===== src/hw/rtl/nph_pkg.sv =====
// Shared types, constants and helpers of the netpbm header parser.
`default_nettype none

package nph_pkg;

   // Bits of a width or height value.
   localparam int DIM_BITS   = 16;
   // Accumulator also has to hold a maximum value saturated at 65535.
   localparam int MAXV_BITS  = 16;
   localparam int ACC_BITS   = (DIM_BITS > MAXV_BITS) ? DIM_BITS : MAXV_BITS;
   localparam int SUM_BITS   = ACC_BITS + 4;
   localparam int PROD_BITS  = 2 * DIM_BITS;
   // Big enough for width*height*3, saturating above that.
   localparam int CNT_BITS   = 2 * DIM_BITS + 2;
   localparam int OUT_DIM_BITS  = 16;
   localparam int OUT_MAXV_BITS = 8;

   localparam int Q_DEPTH    = 4;
   localparam int Q_PTR_BITS = $clog2(Q_DEPTH);

   typedef logic [DIM_BITS-1:0]      dim_type;
   typedef logic [ACC_BITS-1:0]      acc_type;
   typedef logic [SUM_BITS-1:0]      sum_type;
   typedef logic [PROD_BITS-1:0]     prod_type;
   typedef logic [CNT_BITS-1:0]      cnt_type;
   typedef logic [MAXV_BITS-1:0]     maxv_type;
   typedef logic [OUT_DIM_BITS-1:0]  out_dim_type;
   typedef logic [OUT_MAXV_BITS-1:0] out_maxv_type;

   localparam dim_type  DIM_LIMIT  = '1;
   localparam maxv_type MAXVAL_SAT = '1;
   localparam out_maxv_type MAXVAL_LIMIT = '1;
   localparam cnt_type  CNT_SAT    = '1;

   localparam logic [7:0] CH_P     = 8'h50;
   localparam logic [7:0] CH_HASH  = 8'h23;
   localparam logic [7:0] CH_LF    = 8'h0A;
   localparam logic [7:0] CH_CR    = 8'h0D;
   localparam logic [7:0] CH_TAB   = 8'h09;
   localparam logic [7:0] CH_SPACE = 8'h20;
   localparam logic [7:0] CH_ZERO  = 8'h30;
   localparam logic [7:0] CH_NINE  = 8'h39;

   localparam logic [3:0] DIGIT_GRAY  = 4'd5;
   localparam logic [3:0] DIGIT_COLOR = 4'd6;

   typedef enum logic [2:0] {
      ST_OK       = 3'd0,
      ST_MAGIC    = 3'd1,
      ST_TYPE     = 3'd2,
      ST_NUMBER   = 3'd3,
      ST_OVERFLOW = 3'd4,
      ST_SIZE     = 3'd5,
      ST_MAXVAL   = 3'd6
   } status_type;

   typedef enum logic [3:0] {
      PH_MAGIC_P,
      PH_MAGIC_T,
      PH_W_SKIP,
      PH_W_DIG,
      PH_H_SKIP,
      PH_H_DIG,
      PH_M_SKIP,
      PH_M_DIG,
      PH_PAYLOAD,
      PH_ERROR
   } phase_type;

   typedef enum logic [2:0] {
      CL_OTHER,
      CL_SPACE,
      CL_NEWLINE,
      CL_HASH,
      CL_DIGIT,
      CL_LETTER_P
   } byte_class_type;

   // One classified byte in the queue.
   typedef struct packed {
      byte_class_type cls;
      logic [3:0]     digit;
      logic           eof;
   } item_type;

   // End-of-file record handed from the parser to the size check.
   typedef struct packed {
      status_type status;
      logic       check;
      logic       is_color;
      dim_type    width;
      dim_type    height;
      maxv_type   maxval;
      cnt_type    count;
   } fin_type;

   function automatic out_dim_type sat_dim(input dim_type v);
      logic [DIM_BITS+OUT_DIM_BITS-1:0] wide;
      wide = {{OUT_DIM_BITS{1'b0}}, v};
      if (wide > {{DIM_BITS{1'b0}}, {OUT_DIM_BITS{1'b1}}}) begin
         return '1;
      end
      return wide[OUT_DIM_BITS-1:0];
   endfunction

   function automatic out_maxv_type sat_maxv(input maxv_type v);
      if (v > MAXV_BITS'(MAXVAL_LIMIT)) begin
         return '1;
      end
      return v[OUT_MAXV_BITS-1:0];
   endfunction

endpackage

`default_nettype wire


===== src/hw/rtl/nph_req_if.sv =====
// Request channel: one file byte per transfer.
`default_nettype none

interface nph_req_if;
   logic       valid;
   logic       ready;
   logic [7:0] data_byte;
   logic       end_of_file;

   modport source (output valid, output data_byte, output end_of_file, input ready);
   modport sink   (input valid, input data_byte, input end_of_file, output ready);
endinterface

`default_nettype wire


===== src/hw/rtl/nph_rsp_if.sv =====
// Response channel: one parse result per file.
`default_nettype none

interface nph_rsp_if;
   logic        valid;
   logic        ready;
   logic [2:0]  status;
   logic        is_color;
   logic [15:0] image_width;
   logic [15:0] image_height;
   logic [7:0]  max_value;

   modport source (output valid, output status, output is_color, output image_width,
                   output image_height, output max_value, input ready);
   modport sink   (input valid, input status, input is_color, input image_width,
                   input image_height, input max_value, output ready);
endinterface

`default_nettype wire


===== src/hw/rtl/nph_front.sv =====
// Front end: takes request bytes and classifies them into the queue.
`default_nettype none

module nph_front import nph_pkg::*; (
   nph_req_if.sink   req_chan,
   input  wire logic q_full,
   output logic      q_push,
   output item_type  q_item
);

   logic [7:0] b;

   assign b              = req_chan.data_byte;
   assign req_chan.ready = !q_full;
   assign q_push         = req_chan.valid && !q_full;

   always_comb begin
      q_item.eof   = req_chan.end_of_file;
      q_item.digit = 4'(b - CH_ZERO);
      if (b inside {CH_SPACE, CH_TAB, CH_CR}) begin
         q_item.cls = CL_SPACE;
      end else if (b == CH_LF) begin
         q_item.cls = CL_NEWLINE;
      end else if (b == CH_HASH) begin
         q_item.cls = CL_HASH;
      end else if (b inside {[CH_ZERO:CH_NINE]}) begin
         q_item.cls = CL_DIGIT;
      end else if (b == CH_P) begin
         q_item.cls = CL_LETTER_P;
      end else begin
         q_item.cls = CL_OTHER;
      end
   end

endmodule

`default_nettype wire


===== src/hw/rtl/nph_fifo.sv =====
// Short queue of classified bytes between front end and parser.
`default_nettype none

module nph_fifo import nph_pkg::*; (
   input  wire logic     clock,
   input  wire logic     reset,
   input  wire logic     push,
   input  wire item_type push_item,
   output logic          full,
   input  wire logic     pop,
   output item_type      pop_item,
   output logic          not_empty
);

   item_type                mem_ff [Q_DEPTH];
   logic [Q_PTR_BITS-1:0]   wr_ptr_ff, wr_ptr_in;
   logic [Q_PTR_BITS-1:0]   rd_ptr_ff, rd_ptr_in;
   logic [Q_PTR_BITS:0]     fill_ff, fill_in;

   assign full      = (fill_ff == (Q_PTR_BITS+1)'(Q_DEPTH));
   assign not_empty = (fill_ff != '0);
   assign pop_item  = mem_ff[rd_ptr_ff];

   always_comb begin
      wr_ptr_in = push ? wr_ptr_ff + 1'b1 : wr_ptr_ff;
      rd_ptr_in = pop  ? rd_ptr_ff + 1'b1 : rd_ptr_ff;
      fill_in   = fill_ff;
      if (push && !pop) begin
         fill_in = fill_ff + 1'b1;
      end else if (pop && !push) begin
         fill_in = fill_ff - 1'b1;
      end
   end

   always_ff @(posedge clock) begin
      if (reset) begin
         wr_ptr_ff <= '0;
         rd_ptr_ff <= '0;
         fill_ff   <= '0;
      end else begin
         wr_ptr_ff <= wr_ptr_in;
         rd_ptr_ff <= rd_ptr_in;
         fill_ff   <= fill_in;
      end
   end

   always_ff @(posedge clock) begin
      if (push) begin
         mem_ff[wr_ptr_ff] <= push_item;
      end
   end

endmodule

`default_nettype wire


===== src/hw/rtl/nph_back.sv =====
// Header parser state machine and payload counter; emits a record per file.
`default_nettype none

module nph_back import nph_pkg::*; (
   input  wire logic     clock,
   input  wire logic     reset,
   input  wire logic     q_valid,
   input  wire item_type q_item,
   output logic          q_pop,
   output logic          fin_valid,
   output fin_type       fin,
   input  wire logic     fin_ready
);

   phase_type  phase_ff, phase_in, phase_cons;
   logic       comment_ff, comment_in, comment_cons;
   acc_type    acc_ff, acc_in, acc_cons;
   dim_type    width_ff, width_in, width_cons;
   dim_type    height_ff, height_in, height_cons;
   maxv_type   maxval_ff, maxval_in, maxval_cons;
   logic       color_ff, color_in, color_cons;
   cnt_type    count_ff, count_in, count_cons;
   status_type err_ff, err_in, err_cons;
   logic       fin_valid_ff, fin_valid_in;
   fin_type    fin_ff, fin_in;

   sum_type    sum;
   logic       dim_over;
   logic       is_digit, is_space, is_hash;
   logic       active;
   logic       fin_free;
   logic       done;

   assign is_digit = (q_item.cls == CL_DIGIT);
   assign is_hash  = (q_item.cls == CL_HASH);
   assign is_space = (q_item.cls == CL_SPACE) || (q_item.cls == CL_NEWLINE);
   assign active   = (phase_ff != PH_ERROR) && !comment_ff;

   // acc*10 + digit
   assign sum      = (SUM_BITS'(acc_ff) << 3) + (SUM_BITS'(acc_ff) << 1)
                   + SUM_BITS'(q_item.digit);
   assign dim_over = (sum > SUM_BITS'(DIM_LIMIT));

   assign fin_free  = !fin_valid_ff || fin_ready;
   assign q_pop     = q_valid && (!q_item.eof || fin_free);
   assign done      = q_pop && q_item.eof;
   assign fin_valid = fin_valid_ff;
   assign fin       = fin_ff;

   // next phase
   always_comb begin
      phase_cons = phase_ff;
      if (active) begin
         case (phase_ff)
            PH_MAGIC_P: begin
               phase_cons = (q_item.cls == CL_LETTER_P) ? PH_MAGIC_T : PH_ERROR;
            end
            PH_MAGIC_T: begin
               if (is_digit && (q_item.digit == DIGIT_GRAY || q_item.digit == DIGIT_COLOR)) begin
                  phase_cons = PH_W_SKIP;
               end else begin
                  phase_cons = PH_ERROR;
               end
            end
            PH_W_SKIP, PH_H_SKIP, PH_M_SKIP: begin
               if (is_digit) begin
                  phase_cons = phase_type'(phase_ff + 1'b1);
               end else if (!is_space && !is_hash) begin
                  phase_cons = PH_ERROR;
               end
            end
            PH_W_DIG, PH_H_DIG: begin
               if (is_digit) begin
                  if (dim_over) begin
                     phase_cons = PH_ERROR;
                  end
               end else begin
                  phase_cons = phase_type'(phase_ff + 1'b1);
               end
            end
            PH_M_DIG: begin
               if (!is_digit) begin
                  phase_cons = PH_PAYLOAD;
               end
            end
            default: begin
               phase_cons = phase_ff;
            end
         endcase
      end
      if (done) begin
         phase_in = PH_MAGIC_P;
      end else if (q_pop) begin
         phase_in = phase_cons;
      end else begin
         phase_in = phase_ff;
      end
   end

   // datapath and end-of-file record
   always_comb begin
      comment_cons = comment_ff;
      acc_cons     = acc_ff;
      width_cons   = width_ff;
      height_cons  = height_ff;
      maxval_cons  = maxval_ff;
      color_cons   = color_ff;
      count_cons   = count_ff;
      err_cons     = err_ff;

      if (phase_ff != PH_ERROR && comment_ff) begin
         comment_cons = (q_item.cls != CL_NEWLINE);
      end else if (active) begin
         case (phase_ff)
            PH_MAGIC_P: begin
               if (q_item.cls != CL_LETTER_P) begin
                  err_cons = ST_MAGIC;
               end
            end
            PH_MAGIC_T: begin
               color_cons = (q_item.digit == DIGIT_COLOR);
               if (!(is_digit && (q_item.digit == DIGIT_GRAY ||
                                  q_item.digit == DIGIT_COLOR))) begin
                  color_cons = color_ff;
                  err_cons   = ST_TYPE;
               end
            end
            PH_W_SKIP, PH_H_SKIP, PH_M_SKIP: begin
               if (is_digit) begin
                  acc_cons = ACC_BITS'(q_item.digit);
               end else if (is_hash) begin
                  comment_cons = 1'b1;
               end else if (!is_space) begin
                  err_cons = ST_NUMBER;
               end
            end
            PH_W_DIG, PH_H_DIG, PH_M_DIG: begin
               if (is_digit) begin
                  if (phase_ff == PH_M_DIG) begin
                     acc_cons = (sum > SUM_BITS'(MAXVAL_SAT)) ? ACC_BITS'(MAXVAL_SAT)
                                                               : ACC_BITS'(sum);
                  end else if (dim_over) begin
                     err_cons = ST_OVERFLOW;
                  end else begin
                     acc_cons = ACC_BITS'(sum);
                  end
               end else begin
                  if (phase_ff == PH_W_DIG) begin
                     width_cons = DIM_BITS'(acc_ff);
                  end else if (phase_ff == PH_H_DIG) begin
                     height_cons = DIM_BITS'(acc_ff);
                  end else begin
                     maxval_cons = MAXV_BITS'(acc_ff);
                  end
                  acc_cons     = '0;
                  comment_cons = is_hash;
               end
            end
            PH_PAYLOAD: begin
               if (count_ff != CNT_SAT) begin
                  count_cons = count_ff + 1'b1;
               end
            end
            default: begin
               err_cons = err_ff;
            end
         endcase
      end

      // result of the file if this byte is the last one
      fin_in.status   = ST_NUMBER;
      fin_in.check    = 1'b0;
      fin_in.is_color = color_cons;
      fin_in.width    = width_cons;
      fin_in.height   = height_cons;
      fin_in.maxval   = maxval_cons;
      fin_in.count    = count_cons;
      case (phase_cons)
         PH_ERROR:   fin_in.status = err_cons;
         PH_MAGIC_P: fin_in.status = ST_MAGIC;
         PH_MAGIC_T: fin_in.status = ST_TYPE;
         PH_W_DIG:   fin_in.width  = DIM_BITS'(acc_cons);
         PH_H_DIG:   fin_in.height = DIM_BITS'(acc_cons);
         PH_M_DIG: begin
            fin_in.maxval = MAXV_BITS'(acc_cons);
            fin_in.check  = 1'b1;
            fin_in.status = ST_OK;
         end
         PH_PAYLOAD: begin
            fin_in.check  = 1'b1;
            fin_in.status = ST_OK;
         end
         default: fin_in.status = ST_NUMBER;
      endcase

      if (done) begin
         comment_in = 1'b0;
         acc_in     = '0;
         width_in   = '0;
         height_in  = '0;
         maxval_in  = '0;
         color_in   = 1'b0;
         count_in   = '0;
         err_in     = ST_OK;
      end else if (q_pop) begin
         comment_in = comment_cons;
         acc_in     = acc_cons;
         width_in   = width_cons;
         height_in  = height_cons;
         maxval_in  = maxval_cons;
         color_in   = color_cons;
         count_in   = count_cons;
         err_in     = err_cons;
      end else begin
         comment_in = comment_ff;
         acc_in     = acc_ff;
         width_in   = width_ff;
         height_in  = height_ff;
         maxval_in  = maxval_ff;
         color_in   = color_ff;
         count_in   = count_ff;
         err_in     = err_ff;
      end

      fin_valid_in = done || (fin_valid_ff && !fin_ready);
   end

   always_ff @(posedge clock) begin
      if (reset) begin
         phase_ff     <= PH_MAGIC_P;
         comment_ff   <= 1'b0;
         acc_ff       <= '0;
         width_ff     <= '0;
         height_ff    <= '0;
         maxval_ff    <= '0;
         color_ff     <= 1'b0;
         count_ff     <= '0;
         err_ff       <= ST_OK;
         fin_valid_ff <= 1'b0;
      end else begin
         phase_ff     <= phase_in;
         comment_ff   <= comment_in;
         acc_ff       <= acc_in;
         width_ff     <= width_in;
         height_ff    <= height_in;
         maxval_ff    <= maxval_in;
         color_ff     <= color_in;
         count_ff     <= count_in;
         err_ff       <= err_in;
         fin_valid_ff <= fin_valid_in;
      end
   end

   always_ff @(posedge clock) begin
      if (done) begin
         fin_ff <= fin_in;
      end
   end

endmodule

`default_nettype wire


===== src/hw/rtl/nph_check.sv =====
// Size check pipeline: width*height, channel scaling, compare, response register.
`default_nettype none

module nph_check import nph_pkg::*; (
   input  wire logic    clock,
   input  wire logic    reset,
   input  wire logic    fin_valid,
   input  wire fin_type fin,
   output logic         fin_ready,
   nph_rsp_if.source    rsp_chan
);

   logic         s1_valid_ff, s1_valid_in;
   fin_type      s1_ff;
   prod_type     prod_ff;
   logic         out_valid_ff, out_valid_in;
   status_type   status_ff, status_in;
   logic         color_ff;
   out_dim_type  width_ff, height_ff;
   out_maxv_type maxval_ff;

   logic         s1_free, s2_free;
   cnt_type      expect_cnt;

   assign s2_free   = !out_valid_ff || rsp_chan.ready;
   assign s1_free   = !s1_valid_ff || s2_free;
   assign fin_ready = s1_free;

   always_comb begin
      expect_cnt = CNT_BITS'(prod_ff);
      if (s1_ff.is_color) begin
         expect_cnt = (CNT_BITS'(prod_ff) << 1) + CNT_BITS'(prod_ff);
      end
      status_in = s1_ff.status;
      if (s1_ff.check) begin
         if (s1_ff.count != expect_cnt) begin
            status_in = ST_SIZE;
         end else if (s1_ff.maxval > MAXV_BITS'(MAXVAL_LIMIT)) begin
            status_in = ST_MAXVAL;
         end else begin
            status_in = ST_OK;
         end
      end
      s1_valid_in  = s1_free ? fin_valid : s1_valid_ff;
      out_valid_in = s2_free ? s1_valid_ff : out_valid_ff;
   end

   always_ff @(posedge clock) begin
      if (reset) begin
         s1_valid_ff  <= 1'b0;
         out_valid_ff <= 1'b0;
      end else begin
         s1_valid_ff  <= s1_valid_in;
         out_valid_ff <= out_valid_in;
      end
   end

   always_ff @(posedge clock) begin
      if (s1_free && fin_valid) begin
         s1_ff   <= fin;
         prod_ff <= PROD_BITS'(fin.width) * PROD_BITS'(fin.height);
      end
      if (s2_free && s1_valid_ff) begin
         status_ff <= status_in;
         color_ff  <= s1_ff.is_color;
         width_ff  <= sat_dim(s1_ff.width);
         height_ff <= sat_dim(s1_ff.height);
         maxval_ff <= sat_maxv(s1_ff.maxval);
      end
   end

   assign rsp_chan.valid        = out_valid_ff;
   assign rsp_chan.status       = status_ff;
   assign rsp_chan.is_color     = color_ff;
   assign rsp_chan.image_width  = width_ff;
   assign rsp_chan.image_height = height_ff;
   assign rsp_chan.max_value    = maxval_ff;

endmodule

`default_nettype wire


===== src/hw/rtl/netpbm_header_parser_top.sv =====
// Top level of the netpbm P5/P6 header parser and payload size checker.
//
// Usage:
//   req_chan carries one byte of a netpbm file per request, with end_of_file
//   set on the last byte. rsp_chan gives exactly one response per file, on
//   its last byte: status (ok, bad magic, bad type, bad number, overflow,
//   size mismatch, maxval over 255), is_color, width, height, max value.
//   Throughput: one request per cycle, sustained, including files that are
//   a single byte long, while rsp_chan.ready is high; the parser state
//   machine takes one byte per cycle. After its last byte is written into
//   the queue, a response passes the parser record register, the
//   width*height multiplier register and the compare/response register.
//   Reset: synchronous, active high. Parser returns to "expect P", queue
//   and pipeline are emptied; no response is pending afterwards.
//   Stall: if rsp_chan.ready is low the response holds in its output
//   register while the check pipeline and the 4-entry byte queue keep
//   filling; req_chan.ready drops only when the queue is full. Non-final
//   bytes keep flowing through the parser even while an end-of-file record
//   is blocked; only a final byte waits for the record register.
`default_nettype none

module netpbm_header_parser_top import nph_pkg::*; (
   input  wire logic  clock,
   input  wire logic  reset,
   nph_req_if.sink    req_chan,
   nph_rsp_if.source  rsp_chan
);

   logic     q_full;
   logic     q_push;
   item_type q_push_item;
   logic     q_pop;
   item_type q_pop_item;
   logic     q_not_empty;

   logic     fin_valid;
   fin_type  fin;
   logic     fin_ready;

   // byte classification
   nph_front u_front (
      .req_chan (req_chan),
      .q_full   (q_full),
      .q_push   (q_push),
      .q_item   (q_push_item)
   );

   // decouples the request side from the parser
   nph_fifo u_fifo (
      .clock     (clock),
      .reset     (reset),
      .push      (q_push),
      .push_item (q_push_item),
      .full      (q_full),
      .pop       (q_pop),
      .pop_item  (q_pop_item),
      .not_empty (q_not_empty)
   );

   // header state machine, payload count
   nph_back u_back (
      .clock     (clock),
      .reset     (reset),
      .q_valid   (q_not_empty),
      .q_item    (q_pop_item),
      .q_pop     (q_pop),
      .fin_valid (fin_valid),
      .fin       (fin),
      .fin_ready (fin_ready)
   );

   // size compare and response register
   nph_check u_check (
      .clock     (clock),
      .reset     (reset),
      .fin_valid (fin_valid),
      .fin       (fin),
      .fin_ready (fin_ready),
      .rsp_chan  (rsp_chan)
   );

endmodule

`default_nettype wire

===== src/flat_wrapper.sv =====
// flat-port wrapper written by rule: the top's interface ports become plain ports
module netpbm_header_parser_top_flat import nph_pkg::*;
  (clock, reset, req_chan_valid, req_chan_data_byte, req_chan_end_of_file, req_chan_ready, rsp_chan_valid, rsp_chan_status, rsp_chan_is_color, rsp_chan_image_width, rsp_chan_image_height, rsp_chan_max_value, rsp_chan_ready);
  nph_req_if req_chan_i ();
  nph_rsp_if rsp_chan_i ();
  input  wire logic clock;
  input  wire logic reset;
  input wire logic [$bits(req_chan_i.valid)-1:0] req_chan_valid;
  input wire logic [$bits(req_chan_i.data_byte)-1:0] req_chan_data_byte;
  input wire logic [$bits(req_chan_i.end_of_file)-1:0] req_chan_end_of_file;
  output wire logic [$bits(req_chan_i.ready)-1:0] req_chan_ready;
  output wire logic [$bits(rsp_chan_i.valid)-1:0] rsp_chan_valid;
  output wire logic [$bits(rsp_chan_i.status)-1:0] rsp_chan_status;
  output wire logic [$bits(rsp_chan_i.is_color)-1:0] rsp_chan_is_color;
  output wire logic [$bits(rsp_chan_i.image_width)-1:0] rsp_chan_image_width;
  output wire logic [$bits(rsp_chan_i.image_height)-1:0] rsp_chan_image_height;
  output wire logic [$bits(rsp_chan_i.max_value)-1:0] rsp_chan_max_value;
  input wire logic [$bits(rsp_chan_i.ready)-1:0] rsp_chan_ready;
  assign req_chan_i.valid = req_chan_valid;
  assign req_chan_i.data_byte = req_chan_data_byte;
  assign req_chan_i.end_of_file = req_chan_end_of_file;
  assign req_chan_ready = req_chan_i.ready;
  assign rsp_chan_valid = rsp_chan_i.valid;
  assign rsp_chan_status = rsp_chan_i.status;
  assign rsp_chan_is_color = rsp_chan_i.is_color;
  assign rsp_chan_image_width = rsp_chan_i.image_width;
  assign rsp_chan_image_height = rsp_chan_i.image_height;
  assign rsp_chan_max_value = rsp_chan_i.max_value;
  assign rsp_chan_i.ready = rsp_chan_ready;
  netpbm_header_parser_top u_core (.clock(clock), .reset(reset), .req_chan(req_chan_i), .rsp_chan(rsp_chan_i));
endmodule

===== config.mk =====
export PLATFORM = sky130hd
export DESIGN_NAME = netpbm_header_parser_top_flat
export DESIGN_NICKNAME = d
export VERILOG_FILES = /design/src/hw/rtl/nph_pkg.sv /design/src/hw/rtl/nph_req_if.sv /design/src/hw/rtl/nph_rsp_if.sv /design/src/hw/rtl/nph_front.sv /design/src/hw/rtl/nph_fifo.sv /design/src/hw/rtl/nph_back.sv /design/src/hw/rtl/nph_check.sv /design/src/hw/rtl/netpbm_header_parser_top.sv /design/src/flat_wrapper.sv
export SDC_FILE = /design/constraint.sdc
export NUM_CORES = 1
export LEC_CHECK = 0
export BUFFER_PORTS_ARGS = -buffer_cell sky130_fd_sc_hd__buf_2
export CAP_MARGIN = 20
export CORE_ASPECT_RATIO = 0.6
export CORE_UTILIZATION = 50
export DETAILED_ROUTE_END_ITERATION = 7
export GPL_TIMING_DRIVEN = 0
export PLACE_DENSITY = 0.65
export SYNTH_ARGS = -nofsm -noshare
export SYNTH_HDL_FRONTEND = slang
export SYNTH_SLANG_ARGS = --single-unit

===== constraint.sdc =====
create_clock -name clock -period 14.3 [get_ports clock]
set_clock_uncertainty 0.1 [all_clocks]
set_input_delay 0.715 -clock clock [delete_from_list [all_inputs] [get_ports clock]]
set_output_delay 0.715 -clock clock [all_outputs]
set_load 0.02 [all_outputs]

== Yosys cells after proc, flatten, opt, wreduce, memory -nomap -nowiden ==
Memory sizes are Yosys's and may differ from the RTL's. A register that Yosys moved wholly into a read port is not among the register bits.
Cells that the tools add are included.

* Add/sub/neg operators: 10
* Multiply operators: 1
* Order comparisons: 4
* Equality and inequality tests: 36
* Multiplexer cells: 83
* Reduce and logical (&&, ||, !) cells: 44

{| class="wikitable"
|+ Operator list
! operator !! count
|-
| two-way mux 16 bit || 27
|-
| two-way mux 34 bit || 5
|-
| two-way mux 3 bit || 20
|-
| adder 33 x 32 -> 34 bit || 1
|-
| adder 34 x 1 -> 34 bit (second input constant) || 1
|-
| inequality test 34 bit || 1
|-
| inequality test 34 bit (second input constant) || 1
|-
| == test 4 x 3 -> 1 bit (second input constant) || 8
|-
| multiplier 16 x 16 -> 32 bit || 1
|-
| two-way mux 4 bit || 8
|-
| one-hot mux 16 bit (2 select lines) || 1
|-
| == test 8 x 4 -> 1 bit (second input constant) || 3
|-
| one-hot mux 3 bit (4 select lines) || 2
|-
| adder 19 x 17 -> 20 bit || 1
|-
| adder 20 x 4 -> 20 bit || 1
|-
| > comparator 20 x 16 -> 1 bit (second input constant) || 1
|-
| one-hot mux 4 bit (5 select lines) || 1
|-
| == test 8 x 6 -> 1 bit (second input constant) || 2
|-
| > comparator 16 x 8 -> 1 bit (second input constant) || 1
|-
| two-way mux 8 bit || 2
|-
| two-way mux 1 bit || 14
|-
| logical AND 1 bit || 13
|-
| == test 4 x 2 -> 1 bit (second input constant) || 3
|-
| == test 4 bit (second input constant) || 3
|-
| 25 further kinds || 57
|}

* Bits in registers: 367
* Bits in writable memories: 32
* Output and inout port bits: 46
* Word-level logic and storage cells: 214
* Memories kept: 1

{| class="wikitable"
|+ Memory list
! memory !! depth !! bits a word !! read ports !! clocked after memory_dff !! wr ports !! line !! source
|-
| u_core.u_fifo.mem_ff || 4 || 8 || 1 || 1 || 1 || nph_fifo.sv:15 || <nowiki>item_type mem_ff [Q_DEPTH];</nowiki>
|}

== Depth between registers and ports, before layout ==
* Depth in word-level cells: 11
* Gate-level depth with buffers: 24
* Gate-level depth less buffers: 23

== By module ==
Synthesis repeated with hierarchy kept, for this count alone.

* Cells, all modules: 2,892
* Area, all modules: 29,169.2 sq um

{| class="wikitable"
|+ Modules (own cells, without submodules)
! module !! times used !! cells each !! area an instance (sq um)
|-
| nph_check || 1 || 1,649 || 16,732.3
|-
| nph_back || 1 || 1,132 || 10,657.7
|-
| nph_fifo || 1 || 86 || 1,587.8
|-
| nph_front || 1 || 25 || 191.4
|}

== Least setup slack after synthesis ==
OpenSTA, ideal clock, no wires.

* Path kind: input -> register
* Start point: input rsp_chan_ready
* End point: register u_core.u_check.prod_ff[0] (enable)
* Arrival time: 6.226 ns
* Path slack: 7.361 ns
* Stages: 3
* Buffers on the path: 0
* Cells stage by stage: nor2b_1 -> and2_1 -> nor2b_1

* Cells in the longest elaborated chain, start to end: 3

{| class="wikitable"
|+ Ends and longest elaborated chain
! element !! line !! source
|-
| start, declared || flat_wrapper.sv:18 || <nowiki>input wire logic [$bits(rsp_chan_i.ready)-1:0] rsp_chan_ready;</nowiki>
|-
| logical OR 1 bit || nph_check.sv:25 || <nowiki>assign s2_free = !out_valid_ff || rsp_chan.ready;</nowiki>
|-
| logical OR 1 bit || nph_check.sv:26 || <nowiki>assign s1_free = !s1_valid_ff || s2_free;</nowiki>
|-
| logical AND 1 bit || nph_check.sv:59 || <nowiki>if (s1_free && fin_valid) begin</nowiki>
|-
| end signal, assigned || nph_check.sv:61 || <nowiki>prod_ff <= PROD_BITS'(fin.width) * PROD_BITS'(fin.height);</nowiki>
|-
| end, declared || nph_check.sv:15 || <nowiki>prod_type prod_ff;</nowiki>
|}

No other way between the ends.
A chain may end at the register's enable or synchronous reset.

== Worst setup path in the final report ==
* Start point: register u_core.u_back.fin_ff, in the netlist u_core.u_back.fin[74]
* End point: register u_core.u_check.prod_ff[29], data pin

* Cells in the longest elaborated chain, start to end: 1

{| class="wikitable"
|+ Ends and longest elaborated chain
! element !! line !! source
|-
| start, declared || nph_back.sv:25 || <nowiki>fin_type fin_ff, fin_in;</nowiki>
|-
| start signal, assigned || nph_back.sv:256 || <nowiki>fin_ff <= fin_in;</nowiki>
|-
| multiplier 16 x 16 -> 32 bit || nph_check.sv:61 ||
|}

No other way between the ends.

==> summary.md <==
| Metric | Value |
|---|---|
| Status | `finished, final reports clean` |
| Worst-path clk slew | `approximately 70 ps` |
| CTS hold repair buffers | `0` |
| Max-Cap Viols | `0` |
| GPL Wtd Cong | `0.976` |
| Final wirelength | `~77000 um` |
| Clock Latency Late Sink | `just under 600 ps` |
| Post-synthesis sequential area ratio | `a little under two fifths` |
| Largest stage delay, worst path | `~700 ps` |
| Slew Limit Fails | `0` |
| Hold EP | `u_core.u_fifo.fill_ff[2]` |
| Post-CTS Setup Bufs | `0` |
| Area of the core | `56100 um^2` |
| Boundary Pins | `about 60` |
| Critical Path End Type | `flip-flop` |
| Synthesized cell area | `around 29000 um^2` |
| I/O Buffers | `58` |
| Drt pass-1 iters | `5` |
| Cell mode on critical path | `fa_1` |
| Critical Path AT | `around 8300 ps` |
| Finish-stage setup viols | `0` |
| R2R Path End | `u_core.u_check.prod_ff[29]` |
| CTS tree | `yes` |
| CP Class | `flip-flop to flip-flop` |
| Yosys top cell by area | `edfxtp_1` |
| Post-layout util | `a little under three fifths` |
| Async SR Flop Fraction | `0%` |
| N_diodes | `0` |
| H-tree Lvls | `2` |
| Total negative slack | `0 ps` |
| Row count | `67` |
| Unrepaired setup endpoints after global routing | `no` |
| Placed wire-length estimate | `between 60000 and 70000 um` |
| Top FF cell, synth | `edfxtp_1` |
| WL/cell | `around 20 um` |
| DIE HEIGHT | `187 um` |
| Dominant cells by area after synthesis | `edfxtp_1 30%, fa_1 14%, dfxtp_1 8.3%` |
| CTS Root Cell | `clkbuf_16` |
| Ys Warns | `0` |
| Mapped Nets | `approximately 3200` |
| Critical R2R Launch | `u_core.u_back.fin[74]` |
| Syn avg cell area | `approximately 10 um^2` |
| Gate Count Post-Synth | `around 2800` |
| Cell breakdown of the critical path | `clkbuf_1 > nand2_1 > fa_1 > inv_1 > fa_1 > inv_1 > fa_1 > inv_1 > fa_1 > inv_1 > fa_1 > inv_1 > fa_1 > ha_1 > and3_1 > a221o_1 > a21oi_1 > o31a_1 > o211a_1 > nor3_1 > a211oi_1 > o21ai_0 > xor2_1` |
| Hold Startpoint | `reset` |
| Share of layout cells above drive strength 1 | `5.76%` |
| Die width | `311 um` |
| Yosys top cell area share | `between 20% and 30%` |
| Most frequent cell after synthesis | `nand2_1` |
| First-pass GRT wire length | `~120000 um` |
| Top fanout value on the critical path | `10` |
| Number of remaining DRC errors | `0` |
| Clock Tree Buf Depth | `3` |
| Startpoint types | `flip-flop` |
| CTS sink count | `401` |
| FMAX | `about 0.12 GHz` |
| Post-CTS Resized | `0` |
| Final min period | `about 8100 ps` |
| Post-synth EDFFs | `around 280` |
| Die Area | `58100 um^2` |
| CTS Buf Count | `39` |
| Max stage delay cell, worst path | `edfxtp_1` |
| Starting Density | `about half` |
| Worst slew margin | `19.6%` |
| Number of global-route vias before repair | `20778` |
| Post-synth top cells | `404 x nand2_1, 282 x edfxtp_1, 253 x inv_1` |
| NumNets Final | `roughly 3300` |
| Total congestion overflow | `0` |
| Vias post-DR | `~22000` |
| WP data required | `14490 ps` |
| Register-to-Register Path Depth | `23` |
| R2R Setup Slk | `just over 6000 ps` |
| Vias per cell | `~5.7` |
| Min-delay worst type | `input pin to flip-flop` |
| Worst Tran Pin Value | `between 1000 and 1500 ps` |
| Area grow syn2layout | `9.53%` |
| Seq cells post-synth | `~400` |
| Hold depth | `2` |
| Initial antenna violation count | `7` |
| Largest net degree at the start of global routing | `between 50 and 60` |
| Final Hold Violating Endpoints | `0` |
| Drt first-iter violations | `between 2000 and 2500` |
| Final antenna-violating net count | `0` |
| GRT Resource Usage Total | `about a quarter` |
| Synth unique cells | `about 80` |
| Fin crit share | `between 50% and 60%` |
-- worst max-delay path by stage --
stage	to	startpoint	cells past startpoint	slack, ps
after floorplan	u_core.u_check.prod_ff[0]	rsp_chan_ready	3	7360
after global placement	u_core.u_check.s1_ff[44]	rsp_chan_ready	4	4750
after detailed placement	u_core.u_check.prod_ff[29]	u_core.u_back.fin[73]	23	6420
after CTS	u_core.u_check.prod_ff[29]	u_core.u_back.fin[73]	23	6330
after global routing	u_core.u_check.prod_ff[29]	u_core.u_back.fin[73]	23	6030
final	u_core.u_check.prod_ff[29]	u_core.u_back.fin[74]	23	6230
-- layer usage --
metal	GRT usage, %	wire length (um)	up-vias
li1	-	-	10031
met1	40.2	36100	10519
met2	37.2	31300	863
met3	6.97	7800	98
met4	5.52	1350	0
met5	0	0	-
-- flip-flops by register name, indices dropped and copies added, names as in the netlist, 2 cells and up, named ones only --
signal / cells
u_core.u_back.maxval_ff: 16
u_core.u_back.count_ff: 34
u_core.u_back.acc_ff: 16
u_core.u_check.rsp_chan.status: 3
u_core.u_fifo.fill_ff: 3
u_core.u_fifo.mem_ff: 32
u_core.u_back.phase_ff: 4
u_core.u_check.prod_ff: 32
u_core.u_check.rsp_chan.max_value: 8
u_core.u_back.height_ff: 16
u_core.u_check.s1_ff: 87
u_core.u_fifo.wr_ptr_ff: 2
u_core.u_back.fin: 87
u_core.u_back.err_ff: 3
u_core.u_check.rsp_chan.image_width: 16
u_core.u_fifo.rd_ptr_ff: 2
u_core.u_back.width_ff: 16
u_core.u_check.rsp_chan.image_height: 16
-- cell type report --
type,count,area (um^2)
inverters,253,952
well taps,759,950
plain buffers,143,582
multi-input cells,2052,16200
repair buffers,63,398
fillers,4901,24800
clock buffers,51,1040
clock inverters,21,317
flip-flops and latches,401,10900
-- metrics by stage --
step | cell area, um^2 | hold slack, ps | instances | setup WS [ps]
2_1_floorplan | 28600 | 300 | 2849 | 7360
3_3_place_gp | 29800 | 302 | 3666 | 4750
3_5_place_dp | 29900 | 305 | 3671 | 6420
4_1_cts | 31300 | 198 | 3743 | 6330
5_1_grt | 31300 | 211 | 3743 | 6030
6_report | 31300 | 223 | 3743 | 6230
-- worst max-delay path, delay by kind of cell, from the launching register on --
| kind | cells | cell delay, ps |
|---|---|---|
| adder cells (fa/ha/maj) | 7 | 3450 |
| AO/OA/AOI/OAI | 6 | 1650 |
| buffers and inverters | 6 | 900 |
| flip-flops | 1 | 700 |
| AND/OR/NAND/NOR | 3 | 480 |
| XOR/XNOR | 1 | 470 |
-- kinds of logic after synthesis --
group           synth area share (%)
mux                             4.24
flops                           38.0
xor+xnor                        4.81
compound gates                  10.2
fa+ha+maj                       21.7
simple gates                    15.8
buf+inv                         5.36
-- placed cells by master (no fill, tap or decap), drive strengths merged, types with 18 or more instances in the layout --
cell type	netlist	final
nor2	169	169
or3	18	18
dfxtp	119	119
inv	253	256
nand4	35	35
a31oi	23	23
a21oi	184	184
nor2b	21	21
mux2i	95	95
and2	98	98
ha	177	177
and3	18	18
edfxtp	282	282
a211oi	32	32
fa	198	198
nand3	50	50
nor4	20	20
xor2	55	55
nor3	52	52
buf	20	83
a21o	30	30
o21ai	59	59
nand2	404	404
clkbuf	123	174
xnor2	102	102
Power is left out: the tool's default activity adds up to more than one toggle a clock period on the data nets, which glitch-free logic cannot reach.
